File: src/sv/assert_macros.svh
// assertion macros used by the top-level rtl file
`ifndef ASSERT_MACROS_SVH
`define ASSERT_MACROS_SVH
`ifndef SYNTH
// property checked at every rising edge outside reset
`define PAH_ASSERT(lbl, clk, rst_n, prop) \
	lbl: assert property (@(posedge clk) disable iff (!(rst_n)) (prop)) \
		else $error("assertion failed");
// condition that must never hold outside reset
`define PAH_NEVER(lbl, clk, rst_n, cond) \
	`PAH_ASSERT(lbl, clk, rst_n, !(cond))
`else
`define PAH_ASSERT(lbl, clk, rst_n, prop)
`define PAH_NEVER(lbl, clk, rst_n, cond)
`endif
`endif

File: src/sv/pah_pkg.sv
// types and constants of the pressure alarm
package pah_pkg;

	localparam int AVG_W   = 14;
	localparam int LIMIT_W = 45;
	localparam int FIELD_W = 15;
	localparam int RES_W   = 2;
	localparam int CFG_IDX_W = 3;
	localparam int HOLD_REG_W = 4;

	// lowered threshold: limit minus 5.00 but never below 1.00
	localparam logic [AVG_W-1:0] PENALTY       = 14'd500;
	localparam logic [AVG_W-1:0] PENALTY_FLOOR = 14'd100;

	localparam logic [LIMIT_W-1:0] CPU_SOME_RESET = 45'd21384;
	localparam logic [LIMIT_W-1:0] MEM_SOME_RESET = 45'd17384;
	localparam logic [LIMIT_W-1:0] MEM_FULL_RESET = 45'd0;
	localparam logic [LIMIT_W-1:0] IO_SOME_RESET  = 45'd0;
	localparam logic [LIMIT_W-1:0] IO_FULL_RESET  = 45'd17884;
	localparam logic [HOLD_REG_W-1:0] HOLD_RESET  = 4'd2;

	typedef enum logic [1:0] {
		CLS_INACTIVE    = 2'd0,
		CLS_STABILISING = 2'd1,
		CLS_ACTIVE      = 2'd2,
		CLS_ERROR       = 2'd3
	} cls_t;

	typedef enum logic [RES_W-1:0] {
		RES_CPU    = 2'd0,
		RES_MEMORY = 2'd1,
		RES_IO     = 2'd2
	} res_t;

	typedef enum logic [CFG_IDX_W-1:0] {
		REG_CPU_SOME = 3'd0,
		REG_MEM_SOME = 3'd1,
		REG_MEM_FULL = 3'd2,
		REG_IO_SOME  = 3'd3,
		REG_IO_FULL  = 3'd4,
		REG_HOLD     = 3'd5
	} reg_idx_t;

	typedef struct packed {
		logic [LIMIT_W-1:0] cpu_some;
		logic [LIMIT_W-1:0] mem_some;
		logic [LIMIT_W-1:0] mem_full;
		logic [LIMIT_W-1:0] io_some;
		logic [LIMIT_W-1:0] io_full;
	} limits_t;

	typedef struct packed {
		logic [RES_W-1:0] resource;
		logic             reading_valid;
		logic [AVG_W-1:0] some_short;
		logic [AVG_W-1:0] some_mid;
		logic [AVG_W-1:0] some_long;
		logic [AVG_W-1:0] full_short;
		logic [AVG_W-1:0] full_mid;
		logic [AVG_W-1:0] full_long;
	} reading_t;

	typedef struct packed {
		logic [RES_W-1:0] resource_out;
		cls_t             reading_class;
		cls_t             alert_state;
		logic             open_alert;
		logic             close_alert;
	} result_t;

endpackage

File: src/sv/pah_reading_if.sv
// input and result channels of the pressure alarm
interface pah_reading_if;
	logic        valid;
	logic        ready;
	logic [1:0]  resource;
	logic        reading_valid;
	logic [13:0] some_short;
	logic [13:0] some_mid;
	logic [13:0] some_long;
	logic [13:0] full_short;
	logic [13:0] full_mid;
	logic [13:0] full_long;

	modport source (
		output valid, resource, reading_valid, some_short, some_mid, some_long,
		full_short, full_mid, full_long,
		input ready
	);
	modport sink (
		input valid, resource, reading_valid, some_short, some_mid, some_long,
		full_short, full_mid, full_long,
		output ready
	);
endinterface

interface pah_result_if;
	logic       valid;
	logic       ready;
	logic [1:0] resource_out;
	logic [1:0] reading_class;
	logic [1:0] alert_state;
	logic       open_alert;
	logic       close_alert;

	modport source (
		output valid, resource_out, reading_class, alert_state, open_alert, close_alert,
		input ready
	);
	modport sink (
		input valid, resource_out, reading_class, alert_state, open_alert, close_alert,
		output ready
	);
endinterface

File: src/sv/pressure_alarm_with_hysteresis.sv
// top level of the pressure alarm with hysteresis and hold-off
// Accepts one pressure reading per clock cycle with no gaps while result.ready
// is high; each reading gives one result, written to the output register as the
// reading leaves the input register. Between the two registers a single
// stage classifies the reading against the configured thresholds and updates the
// alert state, hold-off counter and open-alert flag of its resource, so a reading
// always sees the state left by the one before it. A result held in the output
// register by a low result.ready keeps the next reading in the input register, and
// once both registers are full the input is stalled until the result is taken.
// Configuration must be written via cfg_we/cfg_index/cfg_wdata while no reading
// is in flight (not enforced by the block); no clearing pass is needed after reset.
module pressure_alarm_with_hysteresis #(
	parameter int RESOURCE_COUNT = 3,
	parameter int HOLD_WIDTH     = 4
) (
	input  logic                             clk,
	input  logic                             arst_n,
	input  logic                             cfg_we,
	input  logic [pah_pkg::CFG_IDX_W-1:0]    cfg_index,
	input  logic [pah_pkg::LIMIT_W-1:0]      cfg_wdata,
	pah_reading_if.sink                      reading,
	pah_result_if.source                     result
);

`include "assert_macros.svh"

	localparam int IDX_W    = (RESOURCE_COUNT > 1) ? $clog2(RESOURCE_COUNT) : 1;
	localparam int HOLD_MAX = (1 << HOLD_WIDTH) - 1;

	pah_pkg::limits_t                 limits_q;
	logic [pah_pkg::HOLD_REG_W-1:0]   hold_q;

	logic              valid_s1;
	pah_pkg::reading_t rd_s1;
	logic              out_valid_q;
	pah_pkg::result_t  res_q;

	pah_pkg::cls_t           last_state_q [RESOURCE_COUNT];
	logic [HOLD_WIDTH-1:0]   hold_left_q  [RESOURCE_COUNT];
	logic                    alert_open_q [RESOURCE_COUNT];

	logic                  advance;
	logic                  known;
	logic [IDX_W-1:0]      idx;
	pah_pkg::cls_t         cls;
	pah_pkg::cls_t         cur_state;
	logic [HOLD_WIDTH-1:0] cur_hold;
	logic                  cur_open;
	logic [HOLD_WIDTH-1:0] hold_init;
	pah_pkg::cls_t         nxt_state;
	logic [HOLD_WIDTH-1:0] nxt_hold;
	logic                  nxt_open;
	logic                  open_ev;
	logic                  close_ev;
	logic                  upd;
	pah_pkg::result_t      res_d;

	// configuration registers
	always_ff @(posedge clk or negedge arst_n) begin
		if (!arst_n) begin
			limits_q.cpu_some <= pah_pkg::CPU_SOME_RESET;
			limits_q.mem_some <= pah_pkg::MEM_SOME_RESET;
			limits_q.mem_full <= pah_pkg::MEM_FULL_RESET;
			limits_q.io_some  <= pah_pkg::IO_SOME_RESET;
			limits_q.io_full  <= pah_pkg::IO_FULL_RESET;
			hold_q            <= pah_pkg::HOLD_RESET;
		end else if (cfg_we) begin
			case (cfg_index)
				pah_pkg::REG_CPU_SOME: limits_q.cpu_some <= cfg_wdata;
				pah_pkg::REG_MEM_SOME: limits_q.mem_some <= cfg_wdata;
				pah_pkg::REG_MEM_FULL: limits_q.mem_full <= cfg_wdata;
				pah_pkg::REG_IO_SOME:  limits_q.io_some  <= cfg_wdata;
				pah_pkg::REG_IO_FULL:  limits_q.io_full  <= cfg_wdata;
				pah_pkg::REG_HOLD:     hold_q <= cfg_wdata[pah_pkg::HOLD_REG_W-1:0];
				default: ;
			endcase
		end
	end

	// handshake: input register moves on when the output register is free or drains
	assign advance       = valid_s1 && (!out_valid_q || result.ready);
	assign reading.ready = !valid_s1 || advance;

	always_ff @(posedge clk or negedge arst_n) begin
		if (!arst_n) begin
			valid_s1 <= 1'b0;
		end else if (reading.ready) begin
			valid_s1 <= reading.valid;
		end
	end

	always_ff @(posedge clk) begin
		if (reading.valid && reading.ready) begin
			rd_s1.resource      <= reading.resource;
			rd_s1.reading_valid <= reading.reading_valid;
			rd_s1.some_short    <= reading.some_short;
			rd_s1.some_mid      <= reading.some_mid;
			rd_s1.some_long     <= reading.some_long;
			rd_s1.full_short    <= reading.full_short;
			rd_s1.full_mid      <= reading.full_mid;
			rd_s1.full_long     <= reading.full_long;
		end
	end

	pah_eval u_eval (
		.limits (limits_q),
		.rd     (rd_s1),
		.cls    (cls)
	);

	assign known = (rd_s1.resource != 2'd3) && (32'(rd_s1.resource) < RESOURCE_COUNT);
	assign idx   = IDX_W'(rd_s1.resource);

	always_comb begin
		if (known) begin
			cur_state = last_state_q[idx];
			cur_hold  = hold_left_q[idx];
			cur_open  = alert_open_q[idx];
		end else begin
			cur_state = pah_pkg::CLS_INACTIVE;
			cur_hold  = '0;
			cur_open  = 1'b0;
		end
	end

	// hold interval: zero counts as one, saturates at the counter's maximum
	always_comb begin
		if (hold_q == '0)
			hold_init = HOLD_WIDTH'(1);
		else if (32'(hold_q) > HOLD_MAX)
			hold_init = HOLD_WIDTH'(HOLD_MAX);
		else
			hold_init = HOLD_WIDTH'(32'(hold_q));
	end

	always_comb begin
		nxt_state = cur_state;
		nxt_hold  = cur_hold;
		nxt_open  = cur_open;
		open_ev   = 1'b0;
		close_ev  = 1'b0;
		case (cls)
			pah_pkg::CLS_ACTIVE: begin
				if (cur_state != pah_pkg::CLS_ACTIVE) begin
					nxt_hold = hold_init;
					if (!cur_open) begin
						nxt_open = 1'b1;
						open_ev  = 1'b1;
					end
				end
				nxt_state = pah_pkg::CLS_ACTIVE;
			end
			pah_pkg::CLS_STABILISING: begin
				nxt_state = pah_pkg::CLS_STABILISING;
			end
			default: begin
				if (cur_state == pah_pkg::CLS_INACTIVE) begin
					nxt_state = pah_pkg::CLS_INACTIVE;
				end else if (cur_hold > HOLD_WIDTH'(1)) begin
					nxt_hold  = cur_hold - HOLD_WIDTH'(1);
					nxt_state = pah_pkg::CLS_STABILISING;
				end else begin
					// counter of one or less closes the alert at once
					nxt_hold  = '0;
					close_ev  = cur_open;
					nxt_open  = 1'b0;
					nxt_state = pah_pkg::CLS_INACTIVE;
				end
			end
		endcase
	end

	assign upd = advance && known && rd_s1.reading_valid;

	always_comb begin
		res_d.resource_out = rd_s1.resource;
		if (!known) begin
			res_d.reading_class = pah_pkg::CLS_ERROR;
			res_d.alert_state   = pah_pkg::CLS_INACTIVE;
			res_d.open_alert    = 1'b0;
			res_d.close_alert   = 1'b0;
		end else if (!rd_s1.reading_valid) begin
			res_d.reading_class = pah_pkg::CLS_ERROR;
			res_d.alert_state   = cur_state;
			res_d.open_alert    = 1'b0;
			res_d.close_alert   = 1'b0;
		end else begin
			res_d.reading_class = cls;
			res_d.alert_state   = nxt_state;
			res_d.open_alert    = open_ev;
			res_d.close_alert   = close_ev;
		end
	end

	// per-resource alert state
	always_ff @(posedge clk or negedge arst_n) begin
		if (!arst_n) begin
			for (int i = 0; i < RESOURCE_COUNT; i++) begin
				last_state_q[i] <= pah_pkg::CLS_INACTIVE;
				hold_left_q[i]  <= '0;
				alert_open_q[i] <= 1'b0;
			end
		end else if (upd) begin
			last_state_q[idx] <= nxt_state;
			hold_left_q[idx]  <= nxt_hold;
			alert_open_q[idx] <= nxt_open;
		end
	end

	// output register
	always_ff @(posedge clk or negedge arst_n) begin
		if (!arst_n) begin
			out_valid_q <= 1'b0;
		end else if (!out_valid_q || result.ready) begin
			out_valid_q <= valid_s1;
		end
	end

	always_ff @(posedge clk) begin
		if (advance)
			res_q <= res_d;
	end

	assign result.valid         = out_valid_q;
	assign result.resource_out  = res_q.resource_out;
	assign result.reading_class = res_q.reading_class;
	assign result.alert_state   = res_q.alert_state;
	assign result.open_alert    = res_q.open_alert;
	assign result.close_alert   = res_q.close_alert;

	`PAH_NEVER(a_open_close_excl, clk, arst_n, out_valid_q && res_q.open_alert && res_q.close_alert)
	`PAH_ASSERT(a_open_is_active, clk, arst_n, (out_valid_q && res_q.open_alert) |-> (res_q.reading_class == pah_pkg::CLS_ACTIVE && res_q.alert_state == pah_pkg::CLS_ACTIVE))
	`PAH_ASSERT(a_close_is_inactive, clk, arst_n, (out_valid_q && res_q.close_alert) |-> (res_q.reading_class == pah_pkg::CLS_INACTIVE && res_q.alert_state == pah_pkg::CLS_INACTIVE))
	`PAH_NEVER(a_error_no_event, clk, arst_n, out_valid_q && res_q.reading_class == pah_pkg::CLS_ERROR && (res_q.open_alert || res_q.close_alert))
	`PAH_ASSERT(a_update_lands, clk, arst_n, upd |=> out_valid_q)

endmodule

File: src/sv/pah_eval.sv
// threshold classification of one reading against its resource's limits
module pah_eval (
	input  pah_pkg::limits_t  limits,
	input  pah_pkg::reading_t rd,
	output pah_pkg::cls_t     cls
);

	function automatic logic [pah_pkg::AVG_W-1:0] lowered(
		input logic [pah_pkg::AVG_W-1:0] thr
	);
		logic [pah_pkg::AVG_W-1:0] low;
		if (thr < pah_pkg::PENALTY + pah_pkg::PENALTY_FLOOR)
			low = pah_pkg::PENALTY_FLOOR;
		else
			low = thr - pah_pkg::PENALTY;
		return low;
	endfunction

	function automatic pah_pkg::cls_t classify_line(
		input logic [pah_pkg::LIMIT_W-1:0] lim,
		input logic [pah_pkg::AVG_W-1:0]   a0,
		input logic [pah_pkg::AVG_W-1:0]   a1,
		input logic [pah_pkg::AVG_W-1:0]   a2
	);
		logic [2:0][pah_pkg::AVG_W-1:0] avg;
		logic [pah_pkg::FIELD_W-1:0]    f;
		logic [pah_pkg::AVG_W-1:0]      thr;
		logic                           act;
		logic                           stab;
		pah_pkg::cls_t                  c;
		avg  = {a2, a1, a0};
		act  = 1'b0;
		stab = 1'b0;
		for (int k = 0; k < 3; k++) begin
			f   = lim[k*pah_pkg::FIELD_W +: pah_pkg::FIELD_W];
			thr = f[pah_pkg::AVG_W-1:0];
			if (f[pah_pkg::FIELD_W-1]) begin
				if (avg[k] > thr)
					act = 1'b1;
				if (avg[k] > lowered(thr))
					stab = 1'b1;
			end
		end
		if (act)
			c = pah_pkg::CLS_ACTIVE;
		else if (stab)
			c = pah_pkg::CLS_STABILISING;
		else
			c = pah_pkg::CLS_INACTIVE;
		return c;
	endfunction

	logic [pah_pkg::LIMIT_W-1:0] some_lim;
	logic [pah_pkg::LIMIT_W-1:0] full_lim;
	pah_pkg::cls_t               some_cls;
	pah_pkg::cls_t               full_cls;

	always_comb begin
		case (rd.resource)
			pah_pkg::RES_CPU: begin
				some_lim = limits.cpu_some;
				full_lim = '0;
			end
			pah_pkg::RES_MEMORY: begin
				some_lim = limits.mem_some;
				full_lim = limits.mem_full;
			end
			default: begin
				some_lim = limits.io_some;
				full_lim = limits.io_full;
			end
		endcase
	end

	assign some_cls = classify_line(some_lim, rd.some_short, rd.some_mid, rd.some_long);
	assign full_cls = classify_line(full_lim, rd.full_short, rd.full_mid, rd.full_long);

	// full line only counts for memory and io, and only when some is quiet
	always_comb begin
		if (some_cls == pah_pkg::CLS_INACTIVE && rd.resource != pah_pkg::RES_CPU)
			cls = full_cls;
		else
			cls = some_cls;
	end

endmodule
File: src/flat_wrapper.sv
// flat-port wrapper written by rule: the top's interface ports become plain ports
module pressure_alarm_with_hysteresis_flat 
#(
	parameter int RESOURCE_COUNT = 3,
	parameter int HOLD_WIDTH     = 4
)
  (clk, arst_n, cfg_we, cfg_index, cfg_wdata, reading_valid, reading_resource, reading_reading_valid, reading_some_short, reading_some_mid, reading_some_long, reading_full_short, reading_full_mid, reading_full_long, reading_ready, result_valid, result_resource_out, result_reading_class, result_alert_state, result_open_alert, result_close_alert, result_ready);
  pah_reading_if reading_i ();
  pah_result_if result_i ();
  input  logic clk;
  input  logic arst_n;
  input  logic cfg_we;
  input  logic [pah_pkg::CFG_IDX_W-1:0] cfg_index;
  input  logic [pah_pkg::LIMIT_W-1:0] cfg_wdata;
  input wire logic [$bits(reading_i.valid)-1:0] reading_valid;
  input wire logic [$bits(reading_i.resource)-1:0] reading_resource;
  input wire logic [$bits(reading_i.reading_valid)-1:0] reading_reading_valid;
  input wire logic [$bits(reading_i.some_short)-1:0] reading_some_short;
  input wire logic [$bits(reading_i.some_mid)-1:0] reading_some_mid;
  input wire logic [$bits(reading_i.some_long)-1:0] reading_some_long;
  input wire logic [$bits(reading_i.full_short)-1:0] reading_full_short;
  input wire logic [$bits(reading_i.full_mid)-1:0] reading_full_mid;
  input wire logic [$bits(reading_i.full_long)-1:0] reading_full_long;
  output wire logic [$bits(reading_i.ready)-1:0] reading_ready;
  output wire logic [$bits(result_i.valid)-1:0] result_valid;
  output wire logic [$bits(result_i.resource_out)-1:0] result_resource_out;
  output wire logic [$bits(result_i.reading_class)-1:0] result_reading_class;
  output wire logic [$bits(result_i.alert_state)-1:0] result_alert_state;
  output wire logic [$bits(result_i.open_alert)-1:0] result_open_alert;
  output wire logic [$bits(result_i.close_alert)-1:0] result_close_alert;
  input wire logic [$bits(result_i.ready)-1:0] result_ready;
  assign reading_i.valid = reading_valid;
  assign reading_i.resource = reading_resource;
  assign reading_i.reading_valid = reading_reading_valid;
  assign reading_i.some_short = reading_some_short;
  assign reading_i.some_mid = reading_some_mid;
  assign reading_i.some_long = reading_some_long;
  assign reading_i.full_short = reading_full_short;
  assign reading_i.full_mid = reading_full_mid;
  assign reading_i.full_long = reading_full_long;
  assign reading_ready = reading_i.ready;
  assign result_valid = result_i.valid;
  assign result_resource_out = result_i.resource_out;
  assign result_reading_class = result_i.reading_class;
  assign result_alert_state = result_i.alert_state;
  assign result_open_alert = result_i.open_alert;
  assign result_close_alert = result_i.close_alert;
  assign result_i.ready = result_ready;
  pressure_alarm_with_hysteresis #(.RESOURCE_COUNT(RESOURCE_COUNT), .HOLD_WIDTH(HOLD_WIDTH)) u_core (.clk(clk), .arst_n(arst_n), .cfg_we(cfg_we), .cfg_index(cfg_index), .cfg_wdata(cfg_wdata), .reading(reading_i), .result(result_i));
endmodule
File: config.mk
export PLATFORM = sky130hd
export DESIGN_NAME = pressure_alarm_with_hysteresis_flat
export DESIGN_NICKNAME = d
export VERILOG_FILES = /design/src/sv/pah_pkg.sv /design/src/sv/pah_reading_if.sv /design/src/sv/pressure_alarm_with_hysteresis.sv /design/src/sv/pah_eval.sv /design/src/flat_wrapper.sv
export VERILOG_INCLUDE_DIRS = /design/src /design/src/sv
export SDC_FILE = /design/constraint.sdc
export NUM_CORES = 1
export LEC_CHECK = 0
export BUFFER_PORTS_ARGS = -buffer_cell sky130_fd_sc_hd__buf_4
export CAP_MARGIN = 20
export CELL_PAD_IN_SITES_DETAIL_PLACEMENT = 0
export CELL_PAD_IN_SITES_GLOBAL_PLACEMENT = 1
export CORE_MARGIN = 4
export CORE_UTILIZATION = 40
export CTS_CLUSTER_SIZE = 8
export DETAILED_ROUTE_END_ITERATION = 7
export PLACE_DENSITY_LB_ADDON = 0.1
export SLEW_MARGIN = 30
export SYNTH_ARGS = -nofsm -noshare
export SYNTH_HDL_FRONTEND = slang
export SYNTH_HIERARCHICAL = 1
export SYNTH_SLANG_ARGS = --single-unit
File: constraint.sdc
create_clock -name clk -period 13.81 [get_ports clk]
set_input_delay 1.381 -clock clk [delete_from_list [all_inputs] [get_ports clk]]
set_output_delay 1.381 -clock clk [all_outputs]
set_load 0.02 [all_outputs]
==> results of run 1 <==
==> synth_stat cells, types with 6 or more instances <==
| library cell | instances |
|---|---|
| nand4_1 | 29 |
| a211oi_1 | 12 |
| nor2b_1 | 15 |
| a22oi_2 | 24 |
| nand2_1 | 100 |
| a21oi_1 | 63 |
| o21a_1 | 13 |
| a31oi_1 | 20 |
| dfstp_2 | 22 |
| nor2_1 | 72 |
| o31ai_1 | 8 |
| mux2_1 | 11 |
| buf_2 | 35 |
| and2_1 | 14 |
| and4_1 | 8 |
| mux2i_1 | 41 |
| o21ai_1 | 11 |
| a22oi_1 | 14 |
| a221oi_1 | 6 |
| mux2_2 | 238 |
| xnor2_1 | 32 |
| o211ai_1 | 13 |
| ha_1 | 172 |
| and3_1 | 6 |
| mux2i_2 | 7 |
| dfrtp_1 | 230 |
| nand2b_1 | 20 |
| buf_6 | 10 |
| or3_1 | 8 |
| o21ai_0 | 35 |
| nand3_1 | 24 |
| a21o_1 | 25 |
| edfxtp_1 | 95 |
| nor3_1 | 21 |
| xor2_1 | 17 |
| clkbuf_1 | 7 |
| inv_1 | 41 |
==> power by group <==
part	switching, mW	leakage [nW]	internal [mW]
Clock	0.436	0.672	0.677
Sequential	0.119	3.90	1.27
Combinational	0.619	5.22	0.530
==> placed cells by master (no fill, tap or decap), drive strengths merged, types with 17 or more instances in the layout <==
| cell | n |
|---|---|
| a21o | 25 |
| mux2 | 252 |
| dfstp | 22 |
| a21oi | 66 |
| buf | 163 |
| edfxtp | 95 |
| o21ai | 50 |
| nand2b | 20 |
| xnor2 | 32 |
| nor3 | 23 |
| clkbuf | 79 |
| xor2 | 17 |
| a31oi | 20 |
| nor2 | 73 |
| dfrtp | 230 |
| mux2i | 50 |
| a22oi | 42 |
| inv | 44 |
| nand3 | 26 |
| nand2 | 100 |
| ha | 172 |
| nand4 | 29 |
==> flip-flops by register name, indices dropped and copies added (netlist names) <==
| name | cells |
|---|---|
| u_core/alert_open_q | 3 |
| u_core/limits_q | 225 |
| u_core/result.open_alert | 1 |
| u_core/result.alert_state | 2 |
| u_core/valid_s1 | 1 |
| u_core/hold_left_q | 12 |
| u_core/result.resource_out | 2 |
| u_core/result.valid | 1 |
| u_core/hold_q | 4 |
| u_core/rd_s1 | 85 |
| u_core/result.reading_class | 2 |
| u_core/result.close_alert | 1 |
| u_core/idx | 2 |
| u_core/last_state_q | 6 |
==> per-stage QoR <==
step | util [%] | std cells | setup WS (ps) | total power [mW] | area [um^2]
after floorplan | - | 1638 | 8550 | 2.24 | 20000
after global placement | 44.2 | 2406 | 6900 | 2.54 | 21700
after detailed placement | 44.2 | 2406 | 6720 | 2.56 | 21700
after CTS | 47.0 | 2486 | 6670 | 3.71 | 23100
after global routing | 47.1 | 2487 | 6280 | 3.91 | 23100
final | 47.1 | 2488 | 6650 | 3.65 | 23100
==> logic make-up after synthesis <==
logic type / after synthesis / share of synthesized area, %
compound gates: 320 / 12.6
flops: 347 / 45.9
mux: 302 / 17.0
buf+inv: 102 / 2.76
simple gates: 345 / 8.77
fa+ha+maj: 173 / 10.8
xor+xnor: 49 / 2.15
==> worst reg2reg max path: stages (launching register included) <==
cell	delay, ps
edfxtp_1	310
buf_4	390
buf_4	640
mux2_2	470
mux2i_1	300
nor2_1	100
o21ai_1	130
a31oi_1	120
or3_1	530
nand2_1	110
ha_1	240
a21o_1	170
a21o_1	170
a221o_1	290
a211oi_1	270
o21ai_0	340
a221oi_1	780
a21oi_1	220
inv_1	140
ha_1	420
nor2b_1	200
a21boi_2	380
a21boi_0	160
a31oi_1	200
==> final cells by class <==
type	count	area, um^2	share of cell area, %
Clock inverter	1	8.76	0.0378
Multi-Input combinational cell	1189	10300	44.5
Inverter	44	168	0.724
Clock buffer	79	1390	6.01
Timing Repair Buffer	163	1260	5.46
Sequential cell	347	9190	39.7
Antenna cell	1	2.50	0.0108
Tap cell	664	831	3.59
==> worst max path at each step <==
| stage | start | end | slack [ps] | cells after the start |
|---|---|---|---|---|
| 6_report | u_core/idx[0]$_DFFE_PP_ | u_core/hold_left_q[9]$_DFFE_PN0P_ | 6650 | 23 |
| 5_1_grt | u_core/idx[0]$_DFFE_PP_ | u_core/hold_left_q[5]$_DFFE_PN0P_ | 6280 | 23 |
| 4_1_cts | u_core/idx[0]$_DFFE_PP_ | u_core/hold_left_q[9]$_DFFE_PN0P_ | 6670 | 23 |
| 3_5_place_dp | u_core/idx[0]$_DFFE_PP_ | u_core/hold_left_q[9]$_DFFE_PN0P_ | 6720 | 23 |
| 3_3_place_gp | u_core/idx[0]$_DFFE_PP_ | u_core/hold_left_q[2]$_DFFE_PN0P_ | 6900 | 23 |
| 2_1_floorplan | u_core/idx[1]$_DFFE_PP_ | u_core/alert_open_q[1]$_DFFE_PN0P_ | 8550 | 24 |
==> per-layer routing <==
metal  up-vias  part of all wire (%)  GRT usage, %
met3        84                   3.6          3.05
met1      6596                    44          23.6
met5         -                 0.054             0
met4         4                   2.5          5.44
li1       6464                     -             -
met2       209                    50          32.8
==> qor.csv, run 1 <==
metric,value,unit
run status,finished clean,
Fin Clk Skew,10.0,ps
clk buf depth,3,
height of the chip,232,um
total of fill cells in the finished design,4479,
"Critical Path, Cell by Cell",buf_4 > buf_4 > mux2_2 > mux2i_1 > nor2_1 > o21ai_1 > a31oi_1 > or3_1 > nand2_1 > ha_1 > a21o_1 > a21o_1 > a221o_1 > a211oi_1 > o21ai_0 > a221oi_1 > a21oi_1 > inv_1 > ha_1 > nor2b_1 > a21boi_2 > a21boi_0 > a31oi_1,
worst r2r src,u_core/idx[0]$_DFFE_PP_,
fraction of registers with async set or reset after synthesis,72.6,%
total leakage power,9.79,nW
Critical Path Source Type,flip-flop,
total overflow reported by the global router,0,
Core Area,49200,um^2
mean area per synthesized cell,12.2,um^2
count of cells along the worst hold path,2,
max-cap check violation count,0,
critical path endpoint category,flip-flop,
worst slew pin tran,953,ps
Post-Synthesis Cell Area,20000,um^2
post-detailed-routing wire length,50000,um
endpoint with the worst hold slack,u_core/last_state_q[3]$_DFFE_PN0P_,
sequential element share of the synthesized area,45.9,%
Vias,13400,
Crit Reg-Reg Endpoint,u_core/hold_left_q[9]$_DFFE_PN0P_,
number of core rows,81,
final critical delay including setup and external delays,7160,ps
initial antenna violation count,3,
number of buffers created by CTS,49,
worst hold-check path type,flip-flop to flip-flop,
synthesized instance count,1638,
fraction of post-synthesis cell area in the top cell type by area,28.8,%
post-CTS setup-driven buffer insertion count,0,
number of placed I/O pins,150,
H-tree depth reported by CTS,2,
number of global-route vias before repair,14000,
clock insertion delay at the later pin of the skew report,580,ps
number of synthesized register bits,347,
routability-driven placement congestion ratio,0.847,
clock tree from TritonCTS,done,
number of flops mapped to enable cells by yosys,95,
tightest slew margin relative to the limit,36.1,%
WP data arrival,7640,ps
cells on worst reg2reg path,23,
Max stage delay on crit path,780,ps
Finish-stage setup viols,0,
number of distinct library cell variants in the gate-level netlist after synthesis,98,
global-route wire length before repair,79100,um
clock-pin slew on the worst setup and hold paths,50,ps
nets,2106,
post-detailed-route count of antenna-violating nets,0,
portion of the clock cycle consumed by the worst path in the final layout,51.9,%
clock tree sinks,347,
Area Overhead vs Synth,15.7,%
Post-route DRC,0,
endpoints failing hold,0,
fraction of final layout cells with drive strength greater than 1,30.9,%
"Slew Viols, Final",0,
setup tns final,0,ps
mean routed wirelength per cell,20.1,um
internal reg-to-reg setup slack,6650,ps
DR iter-0 viols,667,
PostCTS Resize Cnt,0,
category of the most critical setup path,flip-flop to flip-flop,
clk root buf,clkbuf_16,
most instantiated flip-flop cell in the synthesis netlist,dfrtp_1,
Critical Path RT,14290,ps
source of the worst hold timing path,u_core/last_state_q[3]$_DFFE_PN0P_,
GRT Util Overall,18.6,%
maximum clock rate,140,MHz
Critical path buffers and inverters,3,
area of the die,53600,um^2
setup repair after global routing missed its margin,no,
Worst path slowest cell,a221oi_1,
cells taking the most area after synthesis,"dfrtp_1 (29%), edfxtp_1 (14%), mux2_2 (13%)",
number of nets in the synthesized netlist,1950,
IO buf count,149,
die outline width,232,um
final worst hold slack,490,ps
pin count of the biggest net entering global routing,177,
maximum VDD drop,0.0822,mV
HPWL after detailed placement,36300,um
number of synthesis warnings,6,
initial core utilization,40.7,%
Power per Cell Area,158,nW/um^2
cell taking the most area after synthesis,dfrtp_1,
mean number of vias per cell,5.37,
gate family responsible for the most delay along the worst path,compound AO/OA/AOI/OAI gates,
CTS hold repair buffers,0,
"Max FO, Critical Path",37,
number of optimization iterations in the first detailed-route pass,5,
No activity file was read; power rests on OpenSTA's default activity.
==> run 2, diff against run 1 <==
==> constraint.sdc (replaced) <==
create_clock -name clk -period 6.7 [get_ports clk]
set_input_delay 0.67 -clock clk [delete_from_list [all_inputs] [get_ports clk]]
set_output_delay 0.67 -clock clk [all_outputs]
set_load 0.02 [all_outputs]
==> qor.csv, run 2 (synthesized netlist as in run 1, its figures left out) <==
metric,value,unit,change
run status,finished clean,,unchanged
Critical Path RT,7190,ps,was 14290 ps
mean routed wirelength per cell,20.2,um,was 20.1 um
worst hold-check path type,input port to asynchronous set/reset pin,,was flip-flop to flip-flop
H-tree depth reported by CTS,2,,unchanged
clock tree from TritonCTS,done,,unchanged
DP Worst Slack,686,ps,was 6720 ps
portion of the clock cycle consumed by the worst path in the final layout,89.4,%,was 51.9%
post-CTS setup-driven buffer insertion count,0,,unchanged
Biggest register,u_core/limits_q,,unchanged
"most common cell after layout, fill and taps aside",mux2_2,,unchanged
max-cap check violation count,0,,unchanged
critical path endpoint category,flip-flop,,unchanged
initial core utilization,40.7,%,unchanged
smallest setup slack after layout,711,ps,was 6650 ps
Fin Clk Skew,17.9,ps,was 10.0 ps
setup repair after global routing missed its margin,no,,unchanged
number of placed I/O pins,150,,unchanged
Post-route DRC,0,,unchanged
pin count of the biggest net entering global routing,170,,was 177
WP data arrival,6480,ps,was 7640 ps
Critical Path Source Type,flip-flop,,unchanged
nets,2111,,was 2106
tightest slew margin relative to the limit,37.8,%,was 36.1%
mean number of vias per cell,5.37,,about the same
HPWL after detailed placement,36300,um,about the same
Finish-stage setup viols,0,,unchanged
number of buffers created by CTS,50,,was 49
"Max FO, Critical Path",44,,was 37
flip-flop count of the largest register after layout,225,,unchanged
global-route wire length before repair,79100,um,about the same
fraction of final layout cells with drive strength greater than 1,31.1,%,was 30.9%
DR iter-0 viols,874,,was 667
total of fill cells in the finished design,4563,,was 4479
CTS hold repair buffers,0,,unchanged
clk buf depth,3,,unchanged
height of the chip,232,um,unchanged
IO buf count,149,,unchanged
post-detailed-routing wire length,50400,um,was 50000 um
initial antenna violation count,3,,unchanged
maximum clock rate,167,MHz,was 140 MHz
total leakage power,9.86,nW,was 9.79 nW
total overflow reported by the global router,0,,unchanged
worst slew pin tran,929,ps,was 953 ps
endpoints failing hold,0,,unchanged
Core Area,49200,um^2,unchanged
post-detailed-route count of antenna-violating nets,0,,unchanged
clk root buf,clkbuf_16,,unchanged
number of optimization iterations in the first detailed-route pass,5,,unchanged
"Slew Viols, Final",0,,unchanged
die outline width,232,um,unchanged
total design power,7.61,mW,was 3.65 mW
number of core rows,81,,unchanged
"commonest cells after routing, fill and taps aside","mux2_2 (238), dfrtp_1 (230), ha_1 (172)",,unchanged
Power per Cell Area,327,nW/um^2,was 158 nW/um^2
clock insertion delay at the later pin of the skew report,570,ps,was 580 ps
largest registers,"u_core/limits_q: 225 flops, u_core/rd_s1: 85 flops, u_core/hold_left_q: 12 flops",,unchanged
Vias,13400,,about the same
area of the die,53600,um^2,unchanged
PostCTS Resize Cnt,0,,unchanged
Area Overhead vs Synth,16.4,%,was 15.7%
number of global-route vias before repair,14100,,was 14000
GRT Util Overall,18.7,%,was 18.6%
routability-driven placement congestion ratio,0.825,,was 0.847
maximum VDD drop,0.239,mV,was 0.0822 mV
setup tns final,0,ps,unchanged
category of the most critical setup path,flip-flop to flip-flop,,unchanged
clock-pin slew on the worst setup and hold paths,50,ps,about the same
final critical delay including setup and external delays,5990,ps,was 7160 ps
clock tree sinks,347,,unchanged
[run 2: changes by cell type in the layout (fill, tap and decap cells not counted), sizes merged]
cell and change:
clkbuf +4, buf +4, inv -1, clkinv +1
[run 2: final cells by class]
| cell class | instances | area [um^2] | area share [%] |
|---|---|---|---|
| Clock inverter | 1 | 5.00 | 0.0215 |
| Tap cell | 664 | 831 | 3.57 |
| Antenna cell | 1 | 2.50 | 0.0107 |
| Multi-Input combinational cell | 1189 | 10300 | 44.2 |
| Clock buffer | 83 | 1470 | 6.31 |
| Timing Repair Buffer | 167 | 1320 | 5.66 |
| Inverter | 44 | 168 | 0.720 |
| Sequential cell | 347 | 9190 | 39.5 |
[run 2: metal layers]
layer	GRT usage (%)	up-vias	routed length [um]
met3	3.83	53	2030
li1	-	6481	-
met2	33.2	203	25600
met4	4.35	4	920
met1	23.5	6660	21800
met5	0	-	27
[run 2: per-stage QoR]
stage | std cells | hold slack [ps] | utilization, % | instance area [um^2]
finish | 2496 | 102 | 47.4 | 23300
global placement | 2410 | 475 | 44.3 | 21800
global route | 2495 | 135 | 47.4 | 23300
floorplan | 1638 | 374 | - | 20000
CTS | 2494 | 104 | 47.3 | 23200
detailed placement | 2410 | 478 | 44.3 | 21800
[run 2: report_power, final]
part | internal (mW) | switching (mW)
registers | 2.63 | 0.243
clock network | 1.47 | 0.899
logic | 1.10 | 1.27
[run 2: final timing paths]
check                      slack, ps                                  to  depth (start not counted)                                from
max in group asynchronous       5190    u_core/limits_q[163]$_DFFE_PN0P_                          3                              arst_n
min reg2reg                      480  u_core/last_state_q[3]$_DFFE_PN0P_                          2  u_core/last_state_q[3]$_DFFE_PN0P_
min in group clk                 270          u_core/rd_s1[57]$_DFFE_PP_                          1                 reading_some_mid[1]
min                              100    u_core/limits_q[147]$_DFFE_PN0P_                          1                              arst_n
max                              710   u_core/hold_left_q[9]$_DFFE_PN0P_                         21             u_core/idx[0]$_DFFE_PP_
max reg2reg                      710   u_core/hold_left_q[9]$_DFFE_PN0P_                         21             u_core/idx[0]$_DFFE_PP_
[run 2: critical path: stages, from the launching register on]
cell	delay (ps)
edfxtp_1	370
buf_4	640
mux2_2	420
mux2i_2	360
o21a_1	200
o211ai_1	120
a211oi_2	510
nor2_1	110
ha_1	280
and4_1	210
o311ai_0	130
and3_1	180
o21ai_0	320
a221oi_1	130
buf_4	190
a21oi_1	320
inv_1	120
ha_1	340
nor2b_1	150
a21boi_2	380
a21boi_0	170
a31oi_1	170
